==> config.mk <==
export PLATFORM = sky130hd
export DESIGN_NAME = path_coordinate_parser_flat
export DESIGN_NICKNAME = d
export VERILOG_FILES = /design/src/hdl/pcp_pkg.sv /design/src/hdl/pcp_if.sv /design/src/hdl/path_coordinate_parser.sv /design/src/hdl/pcp_core.sv /design/src/hdl/pcp_fifo.sv /design/src/flat_wrapper.sv
export VERILOG_INCLUDE_DIRS = /design/src /design/src/hdl
export SDC_FILE = /design/constraint.sdc
export NUM_CORES = 1
export LEC_CHECK = 0
export CAP_MARGIN = 20
export CORE_MARGIN = 1.5
export CORE_UTILIZATION = 30
export DETAILED_ROUTE_END_ITERATION = 10
export DONT_BUFFER_PORTS = 1
export SYNTH_ARGS = -nofsm -noshare
export SYNTH_HDL_FRONTEND = slang
export SYNTH_HIERARCHICAL = 1
export SYNTH_SLANG_ARGS = --single-unit
==> constraint.sdc <==
create_clock -name clock -period 6.38 [get_ports clock]
set_input_delay 0.638 -clock clock [delete_from_list [all_inputs] [get_ports clock]]
set_output_delay 0.638 -clock clock [all_outputs]
set_load 0.01 [all_outputs]
==> src/hdl/path_coordinate_parser_macros.svh <==
// Assertion macros used by the path coordinate parser RTL.
// Depends on nothing; included by pcp_fifo, the file that carries concurrent checks.
`ifndef PATH_COORDINATE_PARSER_MACROS_SVH
`define PATH_COORDINATE_PARSER_MACROS_SVH

// Check that a condition implies another in the same cycle.
`define PCP_ASSERT_IMPLY(label, clk, rst, cond, expr) \
   label: assert property (@(posedge clk) disable iff (rst) (cond) |-> (expr)) \
      else $error("pcp assertion failed");

// Check that a condition implies another in the next cycle.
`define PCP_ASSERT_NEXT(label, clk, rst, cond, expr) \
   label: assert property (@(posedge clk) disable iff (rst) (cond) |=> (expr)) \
      else $error("pcp assertion failed");

`endif

==> src/hdl/pcp_pkg.sv <==
// Package for the path coordinate parser: defaults, character codes, types.
// Depends on nothing; imported by the RTL modules, pcp_if and the testbench files.
`default_nettype none

package pcp_pkg;

   localparam int DEFAULT_MAX_POINTS  = 64;
   localparam int DEFAULT_COORD_WIDTH = 16;
   localparam int FIFO_DEPTH          = 4;

   localparam logic [7:0] CHAR_ZERO   = 8'h30;
   localparam logic [7:0] CHAR_NINE   = 8'h39;
   localparam logic [7:0] CHAR_MOVE   = 8'h4D;
   localparam logic [7:0] CHAR_LINE   = 8'h4C;
   localparam logic [7:0] CHAR_CURVE  = 8'h43;
   localparam logic [7:0] CHAR_CLOSE  = 8'h7A;

   localparam logic [2:0] LINE_NUMBERS  = 3'd2;
   localparam logic [2:0] CURVE_NUMBERS = 3'd6;

   typedef enum logic [1:0] {
      MODE_SEEK    = 2'd0,
      MODE_COLLECT = 2'd1,
      MODE_DONE    = 2'd2
   } parse_mode_type;

   typedef struct packed {
      logic first_valid;
      logic second_valid;
   } pcp_push_type;

endpackage

`default_nettype wire

==> src/hdl/pcp_if.sv <==
// Channel interfaces of the path coordinate parser: character in, result out.
// Depends on pcp_pkg for default widths.
`default_nettype none

interface pcp_req_if;
   logic       valid;
   logic       ready;
   logic [7:0] char_code;
   logic       end_of_string;

   modport source (output valid, output char_code, output end_of_string, input ready);
   modport sink   (input valid, input char_code, input end_of_string, output ready);
endinterface

interface pcp_rsp_if
   import pcp_pkg::*;
#(
   parameter int COORD_WIDTH = DEFAULT_COORD_WIDTH,
   parameter int IDX_WIDTH   = 6,
   parameter int CNT_WIDTH   = 7
);
   logic                   valid;
   logic                   ready;
   logic                   is_summary;
   logic [COORD_WIDTH-1:0] x_coord;
   logic [COORD_WIDTH-1:0] y_coord;
   logic [IDX_WIDTH-1:0]   point_index;
   logic [CNT_WIDTH-1:0]   point_count;
   logic                   has_arc;
   logic                   last_of_run;

   modport source (output valid, output is_summary, output x_coord, output y_coord,
                   output point_index, output point_count, output has_arc,
                   output last_of_run, input ready);
   modport sink   (input valid, input is_summary, input x_coord, input y_coord,
                   input point_index, input point_count, input has_arc,
                   input last_of_run, output ready);
endinterface

`default_nettype wire

==> src/hdl/path_coordinate_parser.sv <==
// Top level of the path coordinate parser: core and result queue.
// Depends on pcp_pkg, pcp_if, pcp_core and pcp_fifo.
//
// Takes one path character per clock on req_bus, while the result queue has
// room, and returns point results and one end-of-path summary on rsp_bus.
// A character passes the input register and then enters the result queue,
// from whose head its first result is presented on rsp_bus. Characters are
// accepted every cycle as long as the four-entry result queue has room for two
// results; the final character of a string that also completes a point
// yields two results, which leave one after the other through the single
// result port, so sustained rate is one character per cycle with one extra
// output result per such string end.
`default_nettype none

module path_coordinate_parser
   import pcp_pkg::*;
#(
   parameter int MAX_POINTS  = DEFAULT_MAX_POINTS,
   parameter int COORD_WIDTH = DEFAULT_COORD_WIDTH
) (
   input  wire logic clock,
   input  wire logic reset,
   pcp_req_if.sink   req_bus,
   pcp_rsp_if.source rsp_bus
);

   localparam int IDX_WIDTH = (MAX_POINTS > 1) ? $clog2(MAX_POINTS) : 1;
   localparam int CNT_WIDTH = $clog2(MAX_POINTS + 1);
   localparam int RSP_WIDTH = 2 * COORD_WIDTH + IDX_WIDTH + CNT_WIDTH + 3;

   pcp_push_type         push;
   logic                 room;
   logic [RSP_WIDTH-1:0] first_data;
   logic [RSP_WIDTH-1:0] second_data;
   logic [RSP_WIDTH-1:0] out_data;

   pcp_core #(
      .MAX_POINTS  (MAX_POINTS),
      .COORD_WIDTH (COORD_WIDTH),
      .IDX_WIDTH   (IDX_WIDTH),
      .CNT_WIDTH   (CNT_WIDTH),
      .RSP_WIDTH   (RSP_WIDTH)
   ) u_core (
      .clock       (clock),
      .reset       (reset),
      .in_valid    (req_bus.valid),
      .in_ready    (req_bus.ready),
      .in_char     (req_bus.char_code),
      .in_eos      (req_bus.end_of_string),
      .room        (room),
      .push        (push),
      .first_data  (first_data),
      .second_data (second_data)
   );

   pcp_fifo #(
      .WIDTH (RSP_WIDTH)
   ) u_fifo (
      .clock       (clock),
      .reset       (reset),
      .push        (push),
      .first_data  (first_data),
      .second_data (second_data),
      .room        (room),
      .out_valid   (rsp_bus.valid),
      .out_ready   (rsp_bus.ready),
      .out_data    (out_data)
   );

   assign {rsp_bus.is_summary, rsp_bus.x_coord, rsp_bus.y_coord, rsp_bus.point_index,
           rsp_bus.point_count, rsp_bus.has_arc, rsp_bus.last_of_run} = out_data;

endmodule

`default_nettype wire

==> src/hdl/pcp_core.sv <==
// Parser core: input register, parse state machine and result formatting.
// Depends on pcp_pkg; feeds up to two packed results per character to pcp_fifo.
`default_nettype none

module pcp_core
   import pcp_pkg::*;
#(
   parameter int MAX_POINTS  = DEFAULT_MAX_POINTS,
   parameter int COORD_WIDTH = DEFAULT_COORD_WIDTH,
   parameter int IDX_WIDTH   = 6,
   parameter int CNT_WIDTH   = 7,
   parameter int RSP_WIDTH   = 2 * COORD_WIDTH + IDX_WIDTH + CNT_WIDTH + 3
) (
   input  wire logic                 clock,
   input  wire logic                 reset,
   input  wire logic                 in_valid,
   output logic                      in_ready,
   input  wire logic [7:0]           in_char,
   input  wire logic                 in_eos,
   input  wire logic                 room,
   output pcp_push_type              push,
   output logic [RSP_WIDTH-1:0]      first_data,
   output logic [RSP_WIDTH-1:0]      second_data
);

   localparam logic [COORD_WIDTH-1:0] COORD_MAX = {COORD_WIDTH{1'b1}};
   localparam logic [CNT_WIDTH-1:0]   POINT_LIMIT = CNT_WIDTH'(MAX_POINTS);

   logic                   valid_ff;
   logic [7:0]             char_ff;
   logic                   eos_ff;
   logic                   fire;

   parse_mode_type         mode_ff,   mode_in;
   logic [2:0]             left_ff,   left_in;
   logic                   innum_ff,  innum_in;
   logic [COORD_WIDTH-1:0] acc_ff,    acc_in;
   logic [COORD_WIDTH-1:0] px_ff,     px_in;
   logic [CNT_WIDTH-1:0]   taken_ff,  taken_in;
   logic                   arc_ff,    arc_in;

   logic                   is_digit;
   logic                   do_seek;
   logic                   pt_valid;
   logic [COORD_WIDTH+3:0] base;
   logic [COORD_WIDTH+3:0] prod;
   logic [RSP_WIDTH-1:0]   point_word;
   logic [RSP_WIDTH-1:0]   summary_word;
   logic [CNT_WIDTH-1:0]   taken_next;
   logic                   arc_next;

   assign fire     = valid_ff && room;
   assign in_ready = !valid_ff || fire;

   always_ff @(posedge clock) begin
      if (reset) begin
         valid_ff <= 1'b0;
      end else if (in_valid && in_ready) begin
         valid_ff <= 1'b1;
      end else if (fire) begin
         valid_ff <= 1'b0;
      end
      if (in_valid && in_ready) begin
         char_ff <= in_char;
         eos_ff  <= in_eos;
      end
   end

   always_ff @(posedge clock) begin
      if (reset) begin
         mode_ff  <= MODE_SEEK;
         left_ff  <= 3'd0;
         innum_ff <= 1'b0;
         acc_ff   <= '0;
         px_ff    <= '0;
         taken_ff <= '0;
         arc_ff   <= 1'b0;
      end else if (fire) begin
         mode_ff  <= mode_in;
         left_ff  <= left_in;
         innum_ff <= innum_in;
         acc_ff   <= acc_in;
         px_ff    <= px_in;
         taken_ff <= taken_in;
         arc_ff   <= arc_in;
      end
   end

   assign is_digit = (char_ff >= CHAR_ZERO) && (char_ff <= CHAR_NINE);
   assign base     = innum_ff ? {4'b0000, acc_ff} : '0;
   assign prod     = (base << 3) + (base << 1) + {{COORD_WIDTH{1'b0}}, 4'(char_ff - CHAR_ZERO)};

   always_comb begin
      mode_in  = mode_ff;
      left_in  = left_ff;
      innum_in = innum_ff;
      acc_in   = acc_ff;
      px_in    = px_ff;
      taken_in = taken_ff;
      arc_in   = arc_ff;
      do_seek  = 1'b0;
      pt_valid = 1'b0;

      unique case (mode_ff)
         MODE_SEEK: begin
            do_seek = 1'b1;
         end
         MODE_COLLECT: begin
            if (is_digit) begin
               innum_in = 1'b1;
               acc_in   = (prod > {4'b0000, COORD_MAX}) ? COORD_MAX : prod[COORD_WIDTH-1:0];
            end else if (innum_ff) begin
               innum_in = 1'b0;
               if (!left_ff[0]) begin
                  px_in = acc_ff;
               end else begin
                  pt_valid = 1'b1;
                  taken_in = taken_ff + 1'b1;
               end
               left_in = left_ff - 3'd1;
               if (taken_in >= POINT_LIMIT) begin
                  mode_in = MODE_DONE;
                  left_in = 3'd0;
               end else if (left_in == 3'd0) begin
                  do_seek = 1'b1;
               end
            end
         end
         default: begin
         end
      endcase

      if (do_seek) begin
         mode_in = MODE_SEEK;
         priority if (char_ff == CHAR_MOVE || char_ff == CHAR_LINE) begin
            mode_in  = MODE_COLLECT;
            left_in  = LINE_NUMBERS;
            innum_in = 1'b0;
         end else if (char_ff == CHAR_CURVE) begin
            mode_in  = MODE_COLLECT;
            left_in  = CURVE_NUMBERS;
            innum_in = 1'b0;
            arc_in   = 1'b1;
         end else if (char_ff == CHAR_CLOSE) begin
            mode_in  = MODE_DONE;
         end else begin
         end
      end

      taken_next = taken_in;
      arc_next   = arc_in;

      if (eos_ff) begin
         mode_in  = MODE_SEEK;
         left_in  = 3'd0;
         innum_in = 1'b0;
         acc_in   = '0;
         px_in    = '0;
         taken_in = '0;
         arc_in   = 1'b0;
      end
   end

   assign point_word   = {1'b0, px_ff, acc_ff, taken_ff[IDX_WIDTH-1:0],
                          {CNT_WIDTH{1'b0}}, 1'b0, !eos_ff};
   assign summary_word = {1'b1, {COORD_WIDTH{1'b0}}, {COORD_WIDTH{1'b0}},
                          {IDX_WIDTH{1'b0}}, taken_next, arc_next, 1'b1};

   assign push        = pcp_push_type'{first_valid:  fire && (pt_valid || eos_ff),
                                       second_valid: fire && pt_valid && eos_ff};
   assign first_data  = pt_valid ? point_word : summary_word;
   assign second_data = summary_word;

endmodule

`default_nettype wire

==> src/hdl/pcp_fifo.sv <==
// Four-entry result queue taking up to two results a cycle, one out a cycle while out_ready is high.
// Depends on pcp_pkg and the assertion macros header.
`default_nettype none

`include "path_coordinate_parser_macros.svh"

module pcp_fifo
   import pcp_pkg::*;
#(
   parameter int WIDTH = 48
) (
   input  wire logic             clock,
   input  wire logic             reset,
   input  wire pcp_push_type     push,
   input  wire logic [WIDTH-1:0] first_data,
   input  wire logic [WIDTH-1:0] second_data,
   output logic                  room,
   output logic                  out_valid,
   input  wire logic             out_ready,
   output logic [WIDTH-1:0]      out_data
);

   localparam int PTR_WIDTH = $clog2(FIFO_DEPTH);
   localparam int CNT_WIDTH = $clog2(FIFO_DEPTH + 1);
   localparam logic [CNT_WIDTH-1:0] DEPTH_COUNT = CNT_WIDTH'(FIFO_DEPTH);
   localparam logic [CNT_WIDTH-1:0] ROOM_LIMIT  = CNT_WIDTH'(FIFO_DEPTH - 2);

   logic [WIDTH-1:0]     mem_ff [FIFO_DEPTH];
   logic [PTR_WIDTH-1:0] head_ff, head_in;
   logic [PTR_WIDTH-1:0] tail_ff, tail_in;
   logic [CNT_WIDTH-1:0] count_ff, count_in;
   logic                 pop;
   logic [1:0]           pushes;

   assign pop       = out_valid && out_ready;
   assign pushes    = {1'b0, push.first_valid} + {1'b0, push.second_valid};
   assign room      = count_ff <= ROOM_LIMIT;
   assign out_valid = count_ff != '0;
   assign out_data  = mem_ff[head_ff];

   assign head_in  = head_ff + PTR_WIDTH'(pop);
   assign tail_in  = tail_ff + PTR_WIDTH'(pushes);
   assign count_in = count_ff + CNT_WIDTH'(pushes) - CNT_WIDTH'(pop);

   always_ff @(posedge clock) begin
      if (reset) begin
         head_ff  <= '0;
         tail_ff  <= '0;
         count_ff <= '0;
      end else begin
         head_ff  <= head_in;
         tail_ff  <= tail_in;
         count_ff <= count_in;
      end
   end

   always_ff @(posedge clock) begin
      if (push.first_valid) begin
         mem_ff[tail_ff] <= first_data;
      end
      if (push.second_valid) begin
         mem_ff[tail_ff + PTR_WIDTH'(1)] <= second_data;
      end
   end

   `PCP_ASSERT_IMPLY(a_count_bound, clock, reset, 1'b1, count_ff <= DEPTH_COUNT)
   `PCP_ASSERT_IMPLY(a_push_order, clock, reset, push.second_valid, push.first_valid)
   `PCP_ASSERT_IMPLY(a_push_room, clock, reset, push.first_valid, count_ff <= ROOM_LIMIT)
   `PCP_ASSERT_NEXT(a_count_track, clock, reset, pushes == 2'd0 && !pop, $stable(count_ff))

endmodule

`default_nettype wire

==> src/flat_wrapper.sv <==
// flat-port wrapper written by rule: the top's interface ports become plain ports
module path_coordinate_parser_flat import pcp_pkg::*;
#(
   parameter int MAX_POINTS  = DEFAULT_MAX_POINTS,
   parameter int COORD_WIDTH = DEFAULT_COORD_WIDTH
)
  (clock, reset, req_bus_valid, req_bus_char_code, req_bus_end_of_string, req_bus_ready, rsp_bus_valid, rsp_bus_is_summary, rsp_bus_x_coord, rsp_bus_y_coord, rsp_bus_point_index, rsp_bus_point_count, rsp_bus_has_arc, rsp_bus_last_of_run, rsp_bus_ready);
  pcp_req_if req_bus_i ();
  pcp_rsp_if #(.COORD_WIDTH(COORD_WIDTH)) rsp_bus_i ();
  input  wire logic clock;
  input  wire logic reset;
  input wire logic [$bits(req_bus_i.valid)-1:0] req_bus_valid;
  input wire logic [$bits(req_bus_i.char_code)-1:0] req_bus_char_code;
  input wire logic [$bits(req_bus_i.end_of_string)-1:0] req_bus_end_of_string;
  output wire logic [$bits(req_bus_i.ready)-1:0] req_bus_ready;
  output wire logic [$bits(rsp_bus_i.valid)-1:0] rsp_bus_valid;
  output wire logic [$bits(rsp_bus_i.is_summary)-1:0] rsp_bus_is_summary;
  output wire logic [$bits(rsp_bus_i.x_coord)-1:0] rsp_bus_x_coord;
  output wire logic [$bits(rsp_bus_i.y_coord)-1:0] rsp_bus_y_coord;
  output wire logic [$bits(rsp_bus_i.point_index)-1:0] rsp_bus_point_index;
  output wire logic [$bits(rsp_bus_i.point_count)-1:0] rsp_bus_point_count;
  output wire logic [$bits(rsp_bus_i.has_arc)-1:0] rsp_bus_has_arc;
  output wire logic [$bits(rsp_bus_i.last_of_run)-1:0] rsp_bus_last_of_run;
  input wire logic [$bits(rsp_bus_i.ready)-1:0] rsp_bus_ready;
  assign req_bus_i.valid = req_bus_valid;
  assign req_bus_i.char_code = req_bus_char_code;
  assign req_bus_i.end_of_string = req_bus_end_of_string;
  assign req_bus_ready = req_bus_i.ready;
  assign rsp_bus_valid = rsp_bus_i.valid;
  assign rsp_bus_is_summary = rsp_bus_i.is_summary;
  assign rsp_bus_x_coord = rsp_bus_i.x_coord;
  assign rsp_bus_y_coord = rsp_bus_i.y_coord;
  assign rsp_bus_point_index = rsp_bus_i.point_index;
  assign rsp_bus_point_count = rsp_bus_i.point_count;
  assign rsp_bus_has_arc = rsp_bus_i.has_arc;
  assign rsp_bus_last_of_run = rsp_bus_i.last_of_run;
  assign rsp_bus_i.ready = rsp_bus_ready;
  path_coordinate_parser #(.MAX_POINTS(MAX_POINTS), .COORD_WIDTH(COORD_WIDTH)) u_core (.clock(clock), .reset(reset), .req_bus(req_bus_i), .rsp_bus(rsp_bus_i));
endmodule
==> impl_metrics.yaml, run 1 <==
routing:
  routed_via_density: 4.97
  drtIter0Drc: 458
  top_layer: "met5"
  wirelength_mm: 31.6
  routedWlPerCell_um: 19.4
  drt-met1-wl_mm: 14.1
  dr_wl_met2_mm: 15.5
  ant_nets: 0
  firstDrtPassIters: 5
  wl_met3_mm: 1.22
  vias: 8079
  drc: 0
yosys:
  synth_top_flop_cell: "edfxtp_1"
  synth_area_leaders: "edfxtp_1 43%, mux2_2 12%, dfxtp_1 7.8%, mux4_2 7.8%, mux2_1 4.1%"
  synth_area_leader_cell: "edfxtp_1"
  syn-mean-instance-area_um2: 13.6
  synth-seq-cells: 255
  synth-edff-count: 201
  synthDominantCellAreaShare: 0.435
  synth_area_um2: 13900
  async_reset_ff_frac: 0
  yosysWarningCount: 6
  netlist_top_cells_count: "201 x edfxtp_1, 143 x mux2_2, 57 x and2_1"
  synthCells: 1022
  yosysMostFrequentCell: "edfxtp_1"
  synth.distinct_cells: 66
  seq_area_frac_synth: 0.513
timing:
  fin_setup_tns_ps: 0
  fmax_mhz: 254
  tightestPinTransition_ps: 883
  hold_violations: 0
  maxSlewViolCount: 0
  fin_crit_sh: 0.618
  rsz0062_at_grt: "false"
  final-setup-viol-count: 0
  period_needed_ps: 3940
  setup_slack_ps: 2440
  relSlewSlack: 0.400
  fin_hold_ws_ps: 180
  clock_skew_ps: 20.0
pwr:
  p_per_area_nw_per_um2: 256
  share_seq_of_total_power: 0.484
  p_int_mw: 2.91
  clkPwrFrac: 0.381
  netSwitchingFraction: 0.255
  switchingPower_uw: 996
  combPwrFrac: 0.135
  leakage_nw: 5.61
  ir_drop_mv: 0.214
finish:
  fin_area_um2: 15200
  syn2layout_area_growth_pct: 9.69
  num_antenna_cells: 0
  nNetsFinal: 1059
  drive_above_1_share: 0.264
run:
  max_cap_viol_count: 0
floorplan:
  rows: 78
  ios: 63
  die_area_um2: 47600
  start_util: 0.305
  die_h_um: 218
  dieWidth_um: 218
  coreArea_um2: 45500
setup_path:
  critPathKind: "reg -> reg"
  cp-end-kind: "flop"
  rr_endpoint: "u_core/u_core/acc_ff[2]"
  worst-endpoint-required_ps: 6760
  crit_end: "u_core/u_core/acc_ff[2]"
  cp.arrival_ps: 4320
  r2r_cells: 11
  start_kind: "flop"
  r2r_slack_ps: 2440
  critPathMaxFanout: 23
  crit_start: "u_core/u_core/innum_ff"
  r2r_start: "u_core/u_core/innum_ff"
clocking:
  cts_sinks: 255
  clock_path_buffers: 3
  htree_levels: 1
  holdBufCountCts: 0
  cts_tree: "done"
  clk_latency_ps: 550
  path_clk_slew_ps: 70
  cts_setup_buffers: 0
  cts-root-buf: "clkbuf_16"
  cts-buffers-inserted: 27
  cts_resized: 0
placement:
  gp_congestion: 0.886
  pre_cts_slack_ps: 2410
  placed_area_um2: 14300
  io_buffers: 0
  dp_hpwl_mm: 20.5
global_routing:
  grt_usage: 0.135
  grt_start_max_net_pins: 50
  grt_pass1_vias: 8462
  grt_pass1_wl_mm: 50.0
  antenna_found_initial: 2
  grt-ovfl-total: 0
status:
  run_status: "completed"
min_path:
  hp-class: "in -> reg"
sequential cells by signal (all words and copies together), names as in the netlist:
signal	flops
u_core/u_fifo/tail_ff	2
u_core/u_core/char_ff	8
u_core/u_core/eos_ff	1
u_core/u_core/mode_ff	2
u_core/u_core/px_ff	16
u_core/u_core/taken_ff	7
u_core/u_core/left_ff	3
u_core/u_core/valid_ff	1
u_core/u_core/acc_ff	16
u_core/u_fifo/count_ff	3
u_core/u_core/innum_ff	1
u_core/u_core/arc_ff	1
u_core/u_fifo/mem_ff	192
u_core/u_fifo/head_ff	2
layout by cell type, fill, tap and decap left out, types with 4 or more instances in the layout:
cell and count:
mux4_2 48, xor2_1 9, clkbuf_16 28, and3_1 5, a211oi_1 5, nor2_1 21
buf_4 15, o21a_1 5, mux2_1 51, edfxtp_1 201, inv_1 14, or3_1 8
clkinv_2 7, nand3b_1 19, a21boi_0 4, a21o_1 7, clkbuf_8 4, clkbuf_1 5
a31oi_1 6, nor2b_1 13, mux2_2 143, nand4_1 5, a21oi_1 42, nor3_1 4
ha_1 38, dfxtp_1 52, nand3_1 22, nand2b_1 6, o211ai_1 5, nand2_1 39
xnor2_1 11, o21ai_0 13, and2_1 57, a22oi_1 16, conb_1 40
logic make-up after synthesis:
kind of cell	Yosys count	synth area share
flip-flops	255	0.513
AND/OR/NAND/NOR	216	0.0884
buffers and inverters	115	0.0473
XOR/XNOR	22	0.0160
AO/OA/AOI/OAI	128	0.0607
other	2	0.000541
adder cells (fa/ha/maj)	40	0.0372
multiplexers	244	0.237
through the flow:
stage | utilization | total power [mW] | instances
after floorplan | - | 2.34 | 1060
after global placement | 0.315 | 2.46 | 1573
after detailed placement | 0.315 | 2.47 | 1575
after CTS | 0.334 | 3.96 | 1624
after global routing | 0.335 | 4.06 | 1626
final | 0.335 | 3.90 | 1626
critical path, cell delays in order, from the launching register on:
cell,delay (ps)
dfxtp_1,740
nand2_1,200
xnor2_1,160
ha_1,330
fa_1,490
a211oi_1,250
o21ai_1,180
o2111ai_1,340
a21boi_0,170
xor2_1,180
o21ai_2,590
nand3_1,140
per-layer routing:
layer | global-route usage | vias up
li1 | - | 3805
met1 | 0.174 | 4064
met2 | 0.229 | 164
met3 | 0.0205 | 44
met4 | 0.0451 | 2
met5 | 0 | -
power groups by stage:
stage               Sequential (mW)  Combinational (mW)  Clock [mW]
global placement               1.93               0.534           0
global route                   1.90               0.570        1.59
floorplan                      1.88               0.466           0
finish                         1.89               0.528        1.49
CTS                            1.90               0.539        1.53
detailed placement             1.93               0.537           0
worst min path at each step:
stage | startpoint | end | depth (start not counted)
finish | reset | u_core/u_core/taken_ff[4] | 1
global route | reset | u_core/u_core/taken_ff[4] | 1
CTS | reset | u_core/u_core/left_ff[1] | 1
detailed placement | u_core/u_core/px_ff[9] | u_core/u_core/px_ff[9] | 2
global placement | u_core/u_core/px_ff[14] | u_core/u_core/px_ff[14] | 2
floorplan | u_core/u_core/px_ff[10] | u_core/u_core/px_ff[10] | 2
area by class of cell:
class                           count  area, um2
Clock inverter                     12       65.1
Clock buffer                       37        774
Timing Repair Buffer               18        163
Sequential cell                   255       7120
Fill cell                        4478      30300
Inverter                           14       52.6
Tap cell                          600        751
Multi-Input combinational cell    690       6290
(Power assumes the default switching activity.)
==> run 2, diff against run 1 <==
==> constraint.sdc (replaced) <==
create_clock -name clock -period 4.1 [get_ports clock]
set_input_delay 0.41 -clock clock [delete_from_list [all_inputs] [get_ports clock]]
set_output_delay 0.41 -clock clock [all_outputs]
set_load 0.01 [all_outputs]
==> run 2 against run 1 <==
Effect of this change:
- sequential power is 59% higher
- critical path depth rose by 1
- hold slack worse by 140 ps
- clock skew decreased by 2.9 ps
- non-clock buffer count up 20
- global-route usage is essentially flat
- highest routed layer is now met4
==> impl_metrics.yaml, run 2 (synthesis results as in run 1) <==
timing:
  rsz0062_at_grt: "false"
  maxSlewViolCount: 0
  final-setup-viol-count: 0
  relSlewSlack: 0.415
  fin_hold_ws_ps: 36.8
  clock_skew_ps: 17.1
  fmax_mhz: 303
  hold_violations: 0
  setup_slack_ps: 803
  period_needed_ps: 3300
  tightestPinTransition_ps: 878
  fin_crit_sh: 0.804
  fin_setup_tns_ps: 0
setup_path:
  cp.arrival_ps: 3730
  path_cells: "and2_1 > ha_1 > ha_1 > fa_1 > a211oi_1 > o21ai_1 > o2111ai_1 > a21boi_0 > xor2_1 > o21ai_2 > buf_12 > nand3_1"
  critPathKind: "reg -> reg"
  cpMaxStageDelayCell: "dfxtp_1"
  worst-endpoint-required_ps: 4530
  cp_slowest_stage_delay_ps: 450
  critPathMaxFanout: 14
  rr_endpoint: "u_core/u_core/acc_ff[13]"
  cp-end-kind: "flop"
  r2r_start: "u_core/u_core/innum_ff"
  path_common_cell: "ha_1"
  start_kind: "flop"
  crit_start: "u_core/u_core/innum_ff"
  r2r_slack_ps: 800
  r2r_cells: 12
floorplan:
  dieWidth_um: 218
  coreArea_um2: 45500
  start_util: 0.305
  die_area_um2: 47600
  ios: 63
  die_h_um: 218
  rows: 78
status:
  run_status: "completed"
clocking:
  cts_setup_buffers: 0
  cts-root-buf: "clkbuf_16"
  clk_latency_ps: 550
  cts_resized: 0
  clock_path_buffers: 3
  holdBufCountCts: 11
  cts_sinks: 255
  htree_levels: 1
  cts_tree: "done"
  cts-buffers-inserted: 27
  path_clk_slew_ps: 60
placement:
  pre_cts_slack_ps: 796
  io_buffers: 0
  dp_hpwl_mm: 20.1
  gp_congestion: 0.873
pwr:
  leakage_nw: 5.71
  p_per_area_nw_per_um2: 394
  ir_drop_mv: 0.294
  total_power_mw: 6.07
min_path:
  hp-class: "in -> reg"
  min_to: "u_core/u_core/left_ff[2]"
  worstHoldStart: "reset"
  whs_path_depth: 1
finish:
  drive_above_1_share: 0.268
  seq_area_um2: 7120
  fillCellCount: 4491
  final_core_util: 0.339
  layout_commonest_cell: "edfxtp_1"
  multiInputGateArea_um2: 6290
  top_register: "u_core/u_fifo/mem_ff"
  nNetsFinal: 1079
  syn2layout_area_growth_pct: 11.2
  num_antenna_cells: 0
  reg.largest.list: "u_core/u_fifo/mem_ff: 192 flops, u_core/u_core/acc_ff: 16 flops, u_core/u_core/px_ff: 16 flops"
  final_cell_mix: "201 x edfxtp_1, 143 x mux2_2, 57 x and2_1"
  largest_register_ffs: 192
global_routing:
  grt_start_max_net_pins: 51
  grt_pass1_wl_mm: 50.3
  grt_pass1_vias: 8543
  antenna_found_initial: 0
  grt_usage: 0.135
  grt-ovfl-total: 0
routing:
  wirelength_mm: 31.7
  routedWlPerCell_um: 19.2
  firstDrtPassIters: 5
  drc: 0
  vias: 8117
  routed_via_density: 4.93
  drtIter0Drc: 452
  ant_nets: 0
run:
  max_cap_viol_count: 0
==> run 2: changes by cell type in the layout (fill, tap and decap cells not counted), moves of 2 or more <==
cell           before  now
dlygate4sd3_1       0   10
inv_6               0    2
buf_12              0    6
buf_4              15   21
clkinv_1            3    1
clkbuf_1            5    8
==> run 2: worst max-delay path by stage <==
stage,end,slack (ps),cells past startpoint
6_report,u_core/u_core/acc_ff[13],800,12
5_1_grt,u_core/u_core/acc_ff[2],540,12
4_1_cts,u_core/u_core/acc_ff[13],790,12
3_5_place_dp,u_core/u_core/acc_ff[13],800,12
3_3_place_gp,u_core/u_core/acc_ff[14],860,12
2_1_floorplan,u_core/u_fifo/mem_ff[2][0],-170,7
==> run 2: final cells by class <==
class | instances | area share
clock buffer | 39 | 0.0493
clock inverter | 10 | 0.00365
inverter | 14 | 0.00341
multi-input combinational | 690 | 0.408
sequential | 255 | 0.462
tap | 600 | 0.0487
timing repair buffer | 38 | 0.0252
==> run 2: critical path: cells and delay by family, from the launching register on <==
family | cells | cell delay (ps)
AND/OR/NAND/NOR | 2 | 260
adder cells (fa/ha/maj) | 3 | 910
XOR/XNOR | 1 | 180
flip-flops | 1 | 450
buffers and inverters | 1 | 170
AO/OA/AOI/OAI | 5 | 1190
==> run 2: through the flow <==
step	instance area [um2]	cells
final	15400	1646
after global routing	15400	1646
after CTS	15400	1646
after detailed placement	14500	1586
after global placement	14500	1584
after floorplan	14000	1060
==> run 2: per-layer routing <==
| layer | vias to the layer above | wire [um] | track usage | share of wire |
|---|---|---|---|---|
| met5 | - | 0 | 0 | 0 |
| met2 | 172 | 15200 | 0.229 | 0.48 |
| met1 | 4048 | 14500 | 0.178 | 0.46 |
| li1 | 3843 | - | - | - |
| met4 | 0 | 745 | 0.0409 | 0.024 |
| met3 | 54 | 1190 | 0.0190 | 0.038 |
==> run 2: where the power goes <==
| group | leakage, nW | internal (mW) | switching, mW |
|---|---|---|---|
| combinational | 3.07 | 0.384 | 0.393 |
| clock | 0.405 | 1.29 | 1.00 |
| sequential | 2.23 | 2.84 | 0.170 |
==> run 3, diff against run 2 <==
--- a/config.mk
+++ b/config.mk
@@ -6,6 +6,7 @@
 export SDC_FILE = /design/constraint.sdc
 export NUM_CORES = 1
 export LEC_CHECK = 0
+export ABC_AREA = 1
 export CAP_MARGIN = 20
 export CORE_MARGIN = 1.5
 export CORE_UTILIZATION = 30
==> constraint.sdc (replaced) <==
create_clock -name clock -period 2.66 [get_ports clock]
set_input_delay 0.266 -clock clock [delete_from_list [all_inputs] [get_ports clock]]
set_output_delay 0.266 -clock clock [all_outputs]
set_load 0.01 [all_outputs]
==> run 3 against run 2 <==
Effect of this change:
- the flow now finishes with violations (setup timing)
- non-clock buffer count is 79 higher
- die area is 1.8% higher
- sequential cell count stayed put
- combinational power is 140% higher
- count of clock-buffer cells in the layout is 2 higher
- via count is 40% higher
- largest cell class unchanged
- highest routed layer unchanged
==> impl_metrics.yaml, run 3 <==
status:
  run_status: "finished, violations left"
  failed_checks: "setup timing"
routing:
  drc: 0
  routedWlPerCell_um: 15.8
  drtIter0Drc: 726
  firstDrtPassIters: 5
  ant_nets: 0
  wirelength_mm: 37.4
  vias: 11400
  routed_via_density: 4.78
yosys:
  synth_top_flop_cell: "edfxtp_1"
  yosysWarningCount: 6
  synth-xor-area-share: 0.0129
  synth_area_leader_cell: "edfxtp_1"
  synth.distinct_cells: 43
  synth_area_leaders: "edfxtp_1 43%, nand2_1 10%, o21ai_0 8.8%, dfxtp_1 7.6%, inv_1 4.6%"
  synth_area_um2: 14100
  synth_fa_ha_area_frac: 0.0365
  synthCells: 1687
  seq_area_frac_synth: 0.504
  netlist_top_cells_count: "386 x nand2_1, 248 x o21ai_0, 201 x edfxtp_1"
  synth-compound-area-share: 0.169
  async_reset_ff_frac: 0
  synthDominantCellAreaShare: 0.427
  synthSimpleGateAreaFrac: 0.175
  syn-mean-instance-area_um2: 8.38
  synth-edff-count: 201
  synthMuxAreaShare: 0
  synth-seq-cells: 255
  yosysMostFrequentCell: "nand2_1"
  synth_top_family_by_area: "simple AND/OR/NAND/NOR gates"
timing:
  maxSlewViolCount: 0
  rsz0062_at_grt: "true"
  hold_violations: 0
  period_needed_ps: 2670
  fin_setup_tns_ps: -6.38
  fmax_mhz: 375
  final-setup-viol-count: 1
  fin_crit_sh: 1.00
  tightestPinTransition_ps: 788
  relSlewSlack: 0.475
  fin_hold_ws_ps: 187
  setup_slack_ps: -6.38
  clock_skew_ps: 20.5
pwr:
  combPwrFrac: 0.180
  p_int_mw: 7.31
  leakage_nw: 6.26
  clkPwrFrac: 0.384
  p_per_area_nw_per_um2: 607
  netSwitchingFraction: 0.287
  total_power_mw: 10.3
  switchingPower_mw: 2.94
  share_seq_of_total_power: 0.436
  ir_drop_mv: 0.481
min_path:
  whs_path_depth: 2
  hp-class: "in -> reg"
setup_path:
  cp-end-kind: "flop"
  cp.arrival_ps: 3110
  cpMaxStageDelayCell: "dfxtp_4"
  path_cells: "nand2_4 > xor2_1 > inv_1 > ha_4 > a31o_4 > ha_4 > nand2_1 > nand2_2 > nand3_2 > nand2_2 > nand2_2 > nand2_1 > nand2_1 > nand2_2 > nor2_4 > clkbuf_16 > nand3_1 > nand2_1 > a21oi_1"
  r2r_slack_ps: -6
  r2r_cells: 19
  critPathMaxFanout: 8
  start_kind: "flop"
  critPathKind: "reg -> reg"
  worst-endpoint-required_ps: 3110
  cp_slowest_stage_delay_ps: 410
clocking:
  clock_path_buffers: 3
  cts_tree: "done"
  htree_levels: 1
  cts_sinks: 255
  clk_latency_ps: 560
  cts-buffers-inserted: 27
  path_clk_slew_ps: 60
  cts-root-buf: "clkbuf_16"
finish:
  layout_commonest_cell: "nand2_1"
  drive_above_1_share: 0.135
  nNetsFinal: 1790
  largest_register_ffs: 192
  fin_area_um2: 16900
  final_cell_mix: "367 x nand2_1, 248 x o21ai_0, 201 x edfxtp_1"
  top_register: "u_core/u_fifo/mem_ff"
  reg.largest.list: "u_core/u_fifo/mem_ff: 192 flops, u_core/u_core/acc_ff: 16 flops, u_core/u_core/px_ff: 16 flops"
  syn2layout_area_growth_pct: 19.6
global_routing:
  grt-ovfl-total: 0
  antenna_found_initial: 9
  grt_usage: 0.150
  grt_pass1_vias: 10600
  grt_pass1_wl_mm: 57.2
  grt_start_max_net_pins: 73
floorplan:
  coreArea_um2: 46600
  die_area_um2: 48400
  ios: 63
  start_util: 0.304
  dieWidth_um: 220
  die_h_um: 220
  rows: 79
placement:
  dp_hpwl_mm: 23.0
  gp_congestion: 0.879
  placed_area_um2: 15000
  pre_cts_slack_ps: -108
  io_buffers: 0
run:
  max_cap_viol_count: 0
run 3: cell types whose count changed in the layout (fill, tap and decap cells not counted), sizes merged, moves of 45 or more:
cell | previous run | this run
and2 | 57 | 1
buf | 28 | 77
inv | 16 | 181
mux2 | 194 | 0
mux4 | 48 | 0
nand2 | 39 | 388
nor2 | 22 | 176
o21ai | 19 | 296
o22ai | 3 | 48
run 3: per-stage QoR:
step / instances / utilization
2_1_floorplan: 1725 / -
3_3_place_gp: 2267 / 0.322
3_5_place_dp: 2267 / 0.322
4_1_cts: 2356 / 0.351
5_1_grt: 2374 / 0.363
6_report: 2374 / 0.363
run 3: per-layer routing:
layer	routed length, um	track usage	part of all wire
met5	0	0	0
met1	16200	0.192	0.43
met2	18000	0.257	0.48
met3	2300	0.0253	0.061
met4	914	0.0458	0.024
run 3: what timing repair did:
action | CTS | global route
gates cloned | 0 | 3
setup endpoints to repair | 17 | 65
pin swaps | 1 | 15
hold buffers | 38 | 0
endpoints found under the hold margin | 63 | 0
gates resized for setup | 7 | 73
buffers inserted | 1 | 6
run 3: power groups by stage:
stage	sequential, mW	combinational [mW]	clock [mW]
2_1_floorplan	4.54	1.27	0
3_3_place_gp	4.55	1.76	0
3_5_place_dp	4.55	1.78	0
4_1_cts	4.47	1.85	4.02
5_1_grt	4.48	2.05	4.14
6_report	4.47	1.85	3.94
run 3: path summary, 6_finish.rpt:
check	endpoint	from
setup reg to reg	u_core/u_core/acc_ff[9]	u_core/u_core/innum_ff
hold / removal	u_core/u_core/char_ff[3]	req_bus_valid
setup / recovery	u_core/u_core/acc_ff[9]	u_core/u_core/innum_ff
hold reg to reg	u_core/u_core/px_ff[4]	u_core/u_core/px_ff[4]
run 3: layout make-up:
cell class,count,area (um2)
timing repair buffer,117,1200
clock inverter,9,150
inverter,180,678
sequential,255,7120
fill,4580,29600
multi-input combinational,1156,6210
antenna,9,22.5
clock buffer,41,768
tap,607,759
run 3: critical path: cells and delay by family (launching register included):
kind            cells  cell delay [ps]
fa+ha+maj           2              420
simple gates       12              980
buf+inv             2              270
xor+xnor            1              170
flops               1              410
compound gates      2              290
run 3: cells by family after synthesis:
logic type / Yosys count
buffers and inverters: 314
and+or+nand+nor: 620
xor gates and xnor gates: 20
other: 2
adders and majority gates: 40
DFF: 255
AOI/OAI and AO/OA: 436
